`src/hdl/cfd_pkg.sv`:
```
package cfd_pkg;

    // Parser phase of the deframer.
    typedef enum logic [1:0] {
        PH_HUNT = 2'd0,
        PH_LEN  = 2'd1,
        PH_BODY = 2'd2,
        PH_SUM  = 2'd3
    } t_phase;

    // Kind of a result request.
    typedef enum logic [1:0] {
        KIND_TYPE    = 2'd0,
        KIND_PAYLOAD = 2'd1,
        KIND_END     = 2'd2
    } t_kind;

    // Configuration register indexes.
    localparam logic REG_DELIMITER = 1'b0;
    localparam logic REG_MAX_LEN   = 1'b1;

    // Reset values of the configuration registers.
    localparam logic [7:0] DELIMITER_RESET = 8'd126;
    localparam logic [7:0] MAX_LEN_RESET   = 8'd255;

    // Length used when the length byte exceeds the maximum.
    localparam logic [7:0] CLAMP_LEN = 8'd4;

    // Sum that marks a good checksum.
    localparam logic [7:0] GOOD_SUM = 8'hFF;

    // One result request.
    typedef struct packed {
        logic [7:0] out_byte;
        t_kind      byte_kind;
        logic [7:0] byte_position;
        logic [7:0] frame_length;
        logic       frame_end;
        logic       checksum_good;
    } t_result;

endpackage

```
`src/hdl/checksummed_frame_deframer.sv`:
```
// A body or checksum byte registers its result request in the output register or skid stage.
// Throughput: one received byte per cycle while the skid stage is empty; the output register
// plus a skid stage keep the input open while a finished result waits to be taken.
// Delimiter and length bytes give no result.
// Reset (synchronous, active low) returns the parser to delimiter hunting, clears the
// output and skid valid flags and restores delimiter 126 and maximum length 255.
module checksummed_frame_deframer (
    input  logic        i_clk,
    input  logic        i_rst_n,
    // Received byte stream.
    input  logic        s_axis_tvalid,
    output logic        s_axis_tready,
    input  logic [7:0]  s_axis_tdata,   // [7:0] rx_byte
    // Result stream.
    output logic        m_axis_tvalid,
    input  logic        m_axis_tready,
    output logic [23:0] m_axis_tdata,   // [7:0] out_byte, [15:8] byte_position,
                                        // [23:16] frame_length
    output logic [2:0]  m_axis_tuser,   // [1:0] byte_kind, [2] checksum_good
    output logic        m_axis_tlast,   // frame_end
    // Configuration port.
    input  logic        psel,
    input  logic        penable,
    input  logic        pwrite,
    input  logic [2:0]  paddr,
    input  logic [31:0] pwdata,
    output logic [31:0] prdata,
    output logic        pready
);

    // Configuration registers.
    logic [7:0] r_delimiter;
    logic [7:0] r_max_len;
    logic       cfg_write;
    logic       cfg_index;

    // Parser state.
    cfd_pkg::t_phase r_phase, n_phase;
    logic [7:0]      r_len, n_len;
    logic [7:0]      r_seen, n_seen;
    logic [7:0]      r_sum, n_sum;

    // Result path.
    logic             in_take;
    logic             res_valid;
    cfd_pkg::t_result res;
    logic             r_out_valid;
    cfd_pkg::t_result r_out;
    logic             r_skid_valid;
    cfd_pkg::t_result r_skid;
    logic             out_free;

    logic [7:0] clamped_len;
    logic [7:0] seen_next;
    logic [7:0] sum_next;

    // Configuration write and read.
    assign pready    = 1'b1;
    assign cfg_index = paddr[2];
    assign cfg_write = psel && penable && pwrite && pready;

    always_ff @(posedge i_clk) begin
        if (!i_rst_n) begin
            r_delimiter <= cfd_pkg::DELIMITER_RESET;
            r_max_len   <= cfd_pkg::MAX_LEN_RESET;
        end else if (cfg_write) begin
            unique case (cfg_index)
                cfd_pkg::REG_DELIMITER: r_delimiter <= pwdata[7:0];
                cfd_pkg::REG_MAX_LEN:   r_max_len   <= pwdata[7:0];
                default:                r_delimiter <= r_delimiter;
            endcase
        end
    end

    always_comb begin
        unique case (cfg_index)
            cfd_pkg::REG_DELIMITER: prdata = {24'd0, r_delimiter};
            cfd_pkg::REG_MAX_LEN:   prdata = {24'd0, r_max_len};
            default:                prdata = 32'd0;
        endcase
    end

    // Input handshake: the skid stage must be free to take a request.
    assign s_axis_tready = !r_skid_valid;
    assign in_take       = s_axis_tvalid && s_axis_tready;

    // Shared arithmetic for the byte at the input.
    assign clamped_len = (s_axis_tdata > r_max_len) ? cfd_pkg::CLAMP_LEN : s_axis_tdata;
    assign seen_next   = 8'(r_seen + 8'd1);
    assign sum_next    = 8'(r_sum + s_axis_tdata);

    // Next phase.
    always_comb begin
        n_phase = r_phase;
        if (in_take) begin
            unique case (r_phase)
                cfd_pkg::PH_HUNT:
                    if (s_axis_tdata == r_delimiter) n_phase = cfd_pkg::PH_LEN;
                cfd_pkg::PH_LEN:
                    n_phase = (clamped_len == 8'd0) ? cfd_pkg::PH_SUM : cfd_pkg::PH_BODY;
                cfd_pkg::PH_BODY:
                    if (seen_next == r_len) n_phase = cfd_pkg::PH_SUM;
                cfd_pkg::PH_SUM:
                    n_phase = cfd_pkg::PH_HUNT;
                default:
                    n_phase = cfd_pkg::PH_HUNT;
            endcase
        end
    end

    // Counters, running sum and the result request of the current byte.
    always_comb begin
        n_len     = r_len;
        n_seen    = r_seen;
        n_sum     = r_sum;
        res_valid = 1'b0;
        res.out_byte      = s_axis_tdata;
        res.byte_kind     = cfd_pkg::KIND_PAYLOAD;
        res.byte_position = r_seen;
        res.frame_length  = r_len;
        res.frame_end     = 1'b0;
        res.checksum_good = 1'b0;
        if (in_take) begin
            unique case (r_phase)
                cfd_pkg::PH_HUNT: begin
                    n_len = r_len;
                end
                cfd_pkg::PH_LEN: begin
                    n_len  = clamped_len;
                    n_seen = 8'd0;
                    n_sum  = clamped_len;
                end
                cfd_pkg::PH_BODY: begin
                    res_valid     = 1'b1;
                    res.byte_kind = (r_seen == 8'd0) ? cfd_pkg::KIND_TYPE
                                                     : cfd_pkg::KIND_PAYLOAD;
                    n_sum         = sum_next;
                    n_seen        = seen_next;
                end
                cfd_pkg::PH_SUM: begin
                    res_valid         = 1'b1;
                    res.byte_kind     = cfd_pkg::KIND_END;
                    res.frame_end     = 1'b1;
                    res.checksum_good = (sum_next == cfd_pkg::GOOD_SUM);
                    n_len             = 8'd0;
                    n_seen            = 8'd0;
                    n_sum             = 8'd0;
                end
                default: begin
                    n_len = r_len;
                end
            endcase
        end
    end

    // Parser state registers.
    always_ff @(posedge i_clk) begin
        if (!i_rst_n) begin
            r_phase <= cfd_pkg::PH_HUNT;
            r_len   <= 8'd0;
            r_seen  <= 8'd0;
            r_sum   <= 8'd0;
        end else begin
            r_phase <= n_phase;
            r_len   <= n_len;
            r_seen  <= n_seen;
            r_sum   <= n_sum;
        end
    end

    // Output register with skid stage behind it.
    assign out_free = !r_out_valid || m_axis_tready;

    always_ff @(posedge i_clk) begin
        if (!i_rst_n) begin
            r_out_valid  <= 1'b0;
            r_skid_valid <= 1'b0;
        end else if (out_free) begin
            r_out_valid  <= r_skid_valid || res_valid;
            r_skid_valid <= 1'b0;
        end else if (res_valid) begin
            r_skid_valid <= 1'b1;
        end
    end

    always_ff @(posedge i_clk) begin
        if (out_free) begin
            r_out <= r_skid_valid ? r_skid : res;
        end else if (res_valid) begin
            r_skid <= res;
        end
    end

    assign m_axis_tvalid = r_out_valid;
    assign m_axis_tdata  = {r_out.frame_length, r_out.byte_position, r_out.out_byte};
    assign m_axis_tuser  = {r_out.checksum_good, r_out.byte_kind};
    assign m_axis_tlast  = r_out.frame_end;

    // A held skid request always has a request ahead of it in the output register.
    a_skid_behind_out: assert property (@(posedge i_clk) disable iff (!i_rst_n)
        r_skid_valid |-> r_out_valid)
        else $error("skid request held without an output request");

    // Frame end only comes with the end of frame kind.
    a_last_is_end: assert property (@(posedge i_clk) disable iff (!i_rst_n)
        (r_out_valid && r_out.frame_end) |-> (r_out.byte_kind == cfd_pkg::KIND_END))
        else $error("frame end on a body request");

    // Body requests never report a checksum result.
    a_body_no_good: assert property (@(posedge i_clk) disable iff (!i_rst_n)
        (r_out_valid && !r_out.frame_end) |-> !r_out.checksum_good)
        else $error("checksum flag on a body request");

    // While in the body the length is nonzero and the count is below it.
    a_body_len: assert property (@(posedge i_clk) disable iff (!i_rst_n)
        (r_phase == cfd_pkg::PH_BODY) |-> (r_len != 8'd0 && r_seen < r_len))
        else $error("body phase with bad length or count");

    // Hunting always starts from cleared frame state.
    a_hunt_clear: assert property (@(posedge i_clk) disable iff (!i_rst_n)
        (r_phase == cfd_pkg::PH_HUNT) |-> (r_len == 8'd0 && r_seen == 8'd0 && r_sum == 8'd0))
        else $error("frame state not cleared while hunting");

endmodule

```
`config.mk`:
```
export PLATFORM = sky130hd
export DESIGN_NAME = checksummed_frame_deframer
export DESIGN_NICKNAME = d
export VERILOG_FILES = /design/src/hdl/cfd_pkg.sv /design/src/hdl/checksummed_frame_deframer.sv
export SDC_FILE = /design/constraint.sdc
export NUM_CORES = 1
export LEC_CHECK = 0
export BUFFER_PORTS_ARGS = -buffer_cell sky130_fd_sc_hd__buf_2
export CAP_MARGIN = 20
export CELL_PAD_IN_SITES_DETAIL_PLACEMENT = 1
export CELL_PAD_IN_SITES_GLOBAL_PLACEMENT = 1
export CORE_MARGIN = 2
export CORE_UTILIZATION = 42
export CTS_CLUSTER_DIAMETER = 50
export DETAILED_ROUTE_END_ITERATION = 10
export GPL_ROUTABILITY_DRIVEN = 0
export HOLD_SLACK_MARGIN = 0.06
export PLACE_DENSITY_LB_ADDON = 0.1
export REMOVE_ABC_BUFFERS = 1
export SYNTH_ARGS = -nofsm -noshare
export SYNTH_HDL_FRONTEND = slang
export SYNTH_SLANG_ARGS = --single-unit
```
`constraint.sdc`:
```
create_clock -name i_clk -period 4.3 [get_ports i_clk]
set_input_delay 0.215 -clock i_clk [delete_from_list [all_inputs] [get_ports i_clk]]
set_output_delay 0.215 -clock i_clk [all_outputs]
set_load 0.02 [all_outputs]
```
==> summary.txt, run 1 <==
Final layout
  – Most frequent cells in the layout: buf_2 (61), nand2_1 (57), edfxtp_1 (56)
  – Final net count: 616
  – ANT cells: 0
  – Final std cells w/o fill: 694
  – Layout filler cell count: 1348
  – Reg area: 2560 µm²
  – Area occupied by multi-input gates: 2270 µm²
  – Share of post-route cells with drive strength above 1: 0.216
  – Most common cell after layout, fill and taps aside: buf_2
  – Finished Cell Area: 5770 µm²
  – P&R area growth vs syn: 12.8%
  – End-of-flow core utilization: 0.482

Clocking
  – Setup Fix Bufs, Post-CTS: 0
  – CTS sink cnt: 100
  – Root Buffer: clkbuf_16
  – CTS tree: yes
  – CTS Hold Bufs: 0
  – TritonCTS buffer count: 9
  – Max Root-Sink Buffers: 2
  – Worst skew pair latency: 0.35 ns
  – Clock-pin transition on the worst setup and hold timing paths: 0.07 ns
  – # resized after CTS: 0
  – H-tree depth: 3

Worst setup path
  – Worst Setup Path Type: register to register
  – Setup crit end kind: register
  – WP data required: 4.50 ns
  – Crit path DAT: 2.65 ns
  – Reg2reg path depth: 7
  – CP Max Fanout: 9
  – Worst Setup Start Kind: register

Routing
  – 1st-pass router iterations: 4
  – Final ANT Viol Nets: 0
  – Detailed-route wire length per cell: 17.6 µm
  – DRT iter0 DRCs: 165
  – Via count: 3777
  – WL final: 12.2 mm
  – Vias per cell: 5.44
  – DRC: 0

Yosys
  – Yosys top cell area share: 0.329
  – Unique masters post-synth: 53
  – Syn Area/Cell: 10.5 µm²
  – Cells after Synth: 489
  – Seq cells post-synth: 100
  – Synth area leaders: edfxtp_1 (33%), dfxtp_1 (17%), mux2_2 (5.7%), ha_1 (5.6%), nand2_1 (4.2%)
  – Top cell type by total area after synthesis: edfxtp_1
  – Seq/Total Area, Yosys: 0.501
  – Post-synth EDFFs: 56
  – Synthesized area: 5110 µm²
  – YS warnings: 0
  – Async set-or-reset flop fraction in the synthesized netlist: 0
  – Post-synth top flop: edfxtp_1

Run status
  – Outcome: finished clean

Power
  – Cell Pwr Density: 350 nW/µm²
  – Overall power: 2.02 mW
  – Pleak: 2.38 nW
  – Maximum VDD drop: 196 µV

Global routing
  – Initial antenna violation count: 0
  – Grt ovf: 0
  – Pin count of the biggest net entering global routing: 37
  – GRT Overall Usage: 0.191
  – Vias in the first global route: 3748
  – Global-route wire length before repair: 19.4 mm

Place
  – IO buf count: 61
  – DP HPWL: 8.66 mm
  – DP Worst Slack: 1.85 ns
  – Placed Cells: 678
  – Placed Area: 5450 µm²

Timing
  – TNS Setup: 0 ns
  – Hold Vio Cnt, Final: 0
  – Final Critical Period: 2.46 ns
  – Period utilisation layout: 0.571
  – Final max-slew violation count: 0
  – Final Setup Violations: 0
  – Hold WS: 0.0908 ns
  – Slew Limit Headroom: 0.304
  – Fmax: 407 MHz
  – Worst slew pin tran: 1.04 ns
  – Clk_skew: 0.00479 ns
  – Setup ws final: 1.84 ns
  – RSZ-0062 raised after global routing: no

Die
  – DIE AREA: 13100 µm²
  – Initial Utilization: 0.428
  – I/O Pins: 113
  – Die Wd: 114 µm
  – Row count: 40
  – Vert. Die Dim: 114 µm
  – Core Area: 12000 µm²

Hold path
  – Worst hold-check path type: input port to register
  – Hold Path Stages: 3

Flow run
  – Max-cap violations: 0
[critical path, stage by stage (launching register included)]
cell and delay [ns]:
dfxtp_1 0.54, ha_1 0.34, nand3_2 0.16, nor2_1 0.14
o21ai_0 0.08, o41ai_1 0.75, a21o_2 0.23, a21oi_1 0.06
[logic make-up (layout without fill, tap and decap cells)]
family / after synthesis / count (layout) / synth area share
AND/OR/NAND/NOR: 148 / 148 / 0.150
flip-flops: 100 / 100 / 0.501
AO/OA/AOI/OAI: 97 / 97 / 0.122
buffers and inverters: 71 / 106 / 0.0727
multiplexers: 26 / 26 / 0.0573
adder cells (fa/ha/maj): 24 / 24 / 0.0602
XOR/XNOR: 21 / 21 / 0.0360
other: 2 / 25 / 0.00147
[Yosys cell counts (6+ instances only)]
library cell	instances
a21o_1	7
a21oi_1	34
buf_4	28
clkbuf_1	17
dfxtp_1	44
edfxtp_1	56
ha_1	23
inv_1	24
mux2_2	26
nand2_1	57
nand3_1	10
nand4_1	9
nand4b_1	8
nor2_1	17
nor2b_1	6
nor3_1	13
o211ai_1	9
o21ai_0	22
xnor2_1	16
[path summary, 6_finish.rpt]
path / startpoint / endpoint / slack, ns
setup reg to reg: r_seen[0] / r_phase[1] / 1.84
setup / recovery: r_seen[0] / r_phase[1] / 1.84
hold reg to reg: r_delimiter[7] / r_delimiter[7] / 0.49
hold / removal: pwdata[2] / r_delimiter[2] / 0.09
[sequential cells by signal, summed over array words and instances, names as in the netlist]
register       cells
r_len              8
m_axis_tuser       3
m_axis_tdata      24
m_axis_tlast       1
r_max_len          8
r_skid_valid       1
r_skid            28
r_phase            2
r_delimiter        8
r_sum              8
r_seen             8
m_axis_tvalid      1
[area by class of cell]
type / count / area share
Tap cell: 147 / 0.0319
Sequential cell: 100 / 0.444
Clock inverter: 4 / 0.0126
Inverter: 24 / 0.0156
Timing Repair Buffer: 66 / 0.0594
Multi-Input combinational cell: 341 / 0.394
Clock buffer: 12 / 0.0427
[metal layers]
layer | routed length (µm) | global-route usage | vias up
met5 | 0 | 0 | -
met4 | 166 | 0.0569 | 0
met3 | 579 | 0.0408 | 13
met2 | 5690 | 0.310 | 105
met1 | 5750 | 0.258 | 1841
li1 | - | - | 1818
[where the power goes]
group          switching (mW)  leakage [nW]  internal [mW]
clock                   0.345         0.153          0.525
sequential            0.00561         0.915           1.01
combinational          0.0920          1.31         0.0424
total                   0.443          2.38           1.58
(Power assumes the default switching activity.)
==> inputs of run 2 (changes only) <==
CORE_UTILIZATION = 38   (was 42)
clock period = 2.2 ns   (was 4.3 ns; I/O delays follow)
==> run 2 against run 1 <==
  * Cell count rose by 8.4%
  * Clock skew rose by 0.0035 ns
  * Sequential share of layout area fell by 2.0 points
  * Routed wire length rose by 5.3%
  * Setup slack got worse by 1.7 ns
  * Power rose by 88%
==> summary.txt, run 2 (synthesis gave the netlist of run 1 again) <==
Place
  – DP HPWL: 9.53 mm (+10%)
  – IO buf count: 61 (unchanged)
  – Placed Cells: 729 (+7.5%)
  – DP Worst Slack: 0.0879 ns (-1.76 ns)

Final layout
  – P&R area growth vs syn: 18.4%
  – Final std cells w/o fill: 752 (+8.4%)
  – Most common cell after layout, fill and taps aside: buf_2
  – Max reg flops: 28 (unchanged)
  – Most frequent cells in the layout: buf_2 (61), nand2_1 (57), edfxtp_1 (56)
  – Register name with the most flops: r_skid
  – Share of post-route cells with drive strength above 1: 0.253 (+0.0378)
  – ANT cells: 0 (unchanged)
  – Final net count: 646 (+4.9%)
  – End-of-flow core utilization: 0.459 (-0.0232)

Power
  – Pleak: 2.52 nW (+5.8%)
  – Psw: 0.855 mW (+93%)
  – Part of the power in the clock network: 0.401 (-0.030)
  – Reg power frac: 0.522 (+0.019)
  – Logic pwr share: 0.078 (+0.012)
  – Internal power: 2.95 mW (+87%)
  – Maximum VDD drop: 325 µV (+66%)
  – Cell Pwr Density: 629 nW/µm² (+79%)
  – Switching part of the total: 0.225 (+0.00543)

Hold path
  – Worst hold-check path type: input port to register

Routing
  – WL final: 12.8 mm (+5.3%)
  – 1st-pass router iterations: 4 (unchanged)
  – Vias per cell: 5.15 (-5.4%)
  – Detailed-route wire length per cell: 17.1 µm (-2.8%)
  – DRC: 0 (unchanged)
  – Final ANT Viol Nets: 0 (unchanged)
  – DRT iter0 DRCs: 196 (+19%)
  – Via count: 3872 (+2.5%)

Clocking
  – Setup Fix Bufs, Post-CTS: 0 (unchanged)
  – Max Root-Sink Buffers: 2 (unchanged)
  – Root Buffer: clkbuf_16
  – Worst skew pair latency: 0.34 ns (about the same)
  – TritonCTS buffer count: 9 (unchanged)
  – H-tree depth: 3 (unchanged)
  – Clock-pin transition on the worst setup and hold timing paths: 0.07 ns (about the same)
  – CTS sink cnt: 100 (unchanged)
  – CTS tree: yes

Die
  – Row count: 42 (+5.0%)
  – Initial Utilization: 0.388 (-0.0398)
  – Vert. Die Dim: 120 µm (+5.0%)
  – Core Area: 13200 µm² (+10%)
  – Die Wd: 120 µm (+5.0%)
  – I/O Pins: 113 (unchanged)
  – DIE AREA: 14400 µm² (+10%)

Global routing
  – Initial antenna violation count: 0 (unchanged)
  – Grt ovf: 0 (unchanged)
  – GRT Overall Usage: 0.186 (-0.00544)
  – Vias in the first global route: 3993 (+6.5%)
  – Pin count of the biggest net entering global routing: 31 (-16%)
  – Global-route wire length before repair: 20.7 mm (+6.7%)

Worst setup path
  – Crit path DAT: 2.31 ns (-0.34 ns)
  – CP Max Fanout: 3 (-6)
  – CP max-delay cell: fa_2
  – Worst Setup Start Kind: register
  – Cell mode on critical path: o21a_1
  – Crit-path cells: ha_4 > inv_1 > fa_2 > nor2b_1 > o21a_1 > o21a_1 > o311a_1 > o21ai_0 > o221a_2
  – Setup crit end kind: register
  – WP buf/inv: 1 (+1)
  – Cell family with most CP delay: compound AO/OA/AOI/OAI gates
  – Worst path max stage delay: 0.37 ns (-0.38 ns)
  – Worst Setup Path Type: register to register
  – WP data required: 2.44 ns (-2.06 ns)

Timing
  – Slew Limit Headroom: 0.603 (+0.300)
  – RSZ-0062 raised after global routing: yes
  – Hold WS: 0.0697 ns (-0.0211 ns)
  – Setup ws final: 0.122 ns (-1.72 ns)
  – Final max-slew violation count: 0 (unchanged)
  – Clk_skew: 0.00832 ns (+0.00353 ns)
  – Period utilisation layout: 0.945 (+0.373)
  – Fmax: 481 MHz (+18%)
  – Worst slew pin tran: 0.593 ns (-0.448 ns)
  – Hold Vio Cnt, Final: 0 (unchanged)
  – Final Critical Period: 2.08 ns (-0.378 ns)
  – Final Setup Violations: 0 (unchanged)

Run status
  – Outcome: finished clean

Flow run
  – Max-cap violations: 0 (unchanged)
run 2: changes by cell type in the layout (fill, tap and decap cells not counted), moves of 2 or more:
| cell | delta |
|---|---|
| nor3_2 | +2 |
| dfxtp_2 | +3 |
| buf_4 | +21 |
| nor3_1 | -2 |
| ha_1 | -2 |
| dfxtp_1 | -3 |
| dlygate4sd3_1 | +8 |
run 2: layout make-up:
type                       instances  area [µm²]
clock buffer                      12         236
inverter                          24        90.1
tap                              176         220
clock inverter                     3        38.8
timing repair buffer              96         601
fill                            1468        7130
multi-input combinational        341        2300
sequential                       100        2570
run 2: through the flow:
stage          setup TNS, ns  cell area, µm²  total power [mW]
2_1_floorplan         -41.01            4920              2.19
3_5_place_dp               0            5660              2.31
6_report                   0            6060              3.81
4_1_cts                    0            6020              3.84
3_3_place_gp               0            5660              2.30
5_1_grt              -0.0560            6060              3.94
run 2: power groups by stage:
stage / clock network [mW] / logic (mW) / registers (mW)
CTS: 1.56 / 0.294 / 1.99
floorplan: 0 / 0.149 / 2.04
finish: 1.53 / 0.296 / 1.99
detailed placement: 0 / 0.282 / 2.03
global placement: 0 / 0.275 / 2.03
global route: 1.63 / 0.323 / 1.99
run 2: metal layers:
layer | part of all wire | up-vias | GRT usage
li1 | - | 1872 | -
met5 | 0 | - | 0
met1 | 0.48 | 1885 | 0.249
met3 | 0.041 | 18 | 0.0285
met2 | 0.46 | 97 | 0.301
met4 | 0.019 | 0 | 0.0728
run 2: worst paths after layout:
check	slack, ns	depth (start not counted)	from	end
hold reg to reg	0.48	2	r_delimiter[7]	r_delimiter[7]
setup / recovery	0.12	9	r_sum[0]	r_sum[6]
setup reg to reg	0.12	9	r_sum[0]	r_sum[6]
hold / removal	0.07	1	s_axis_tdata[4]	r_skid[24]
run 2: repair_timing:
action,CTS,global route
endpoints found under the setup margin,0,5
hold endpoints to repair,16,0
hold buffers,8,0
gates resized for setup,0,10
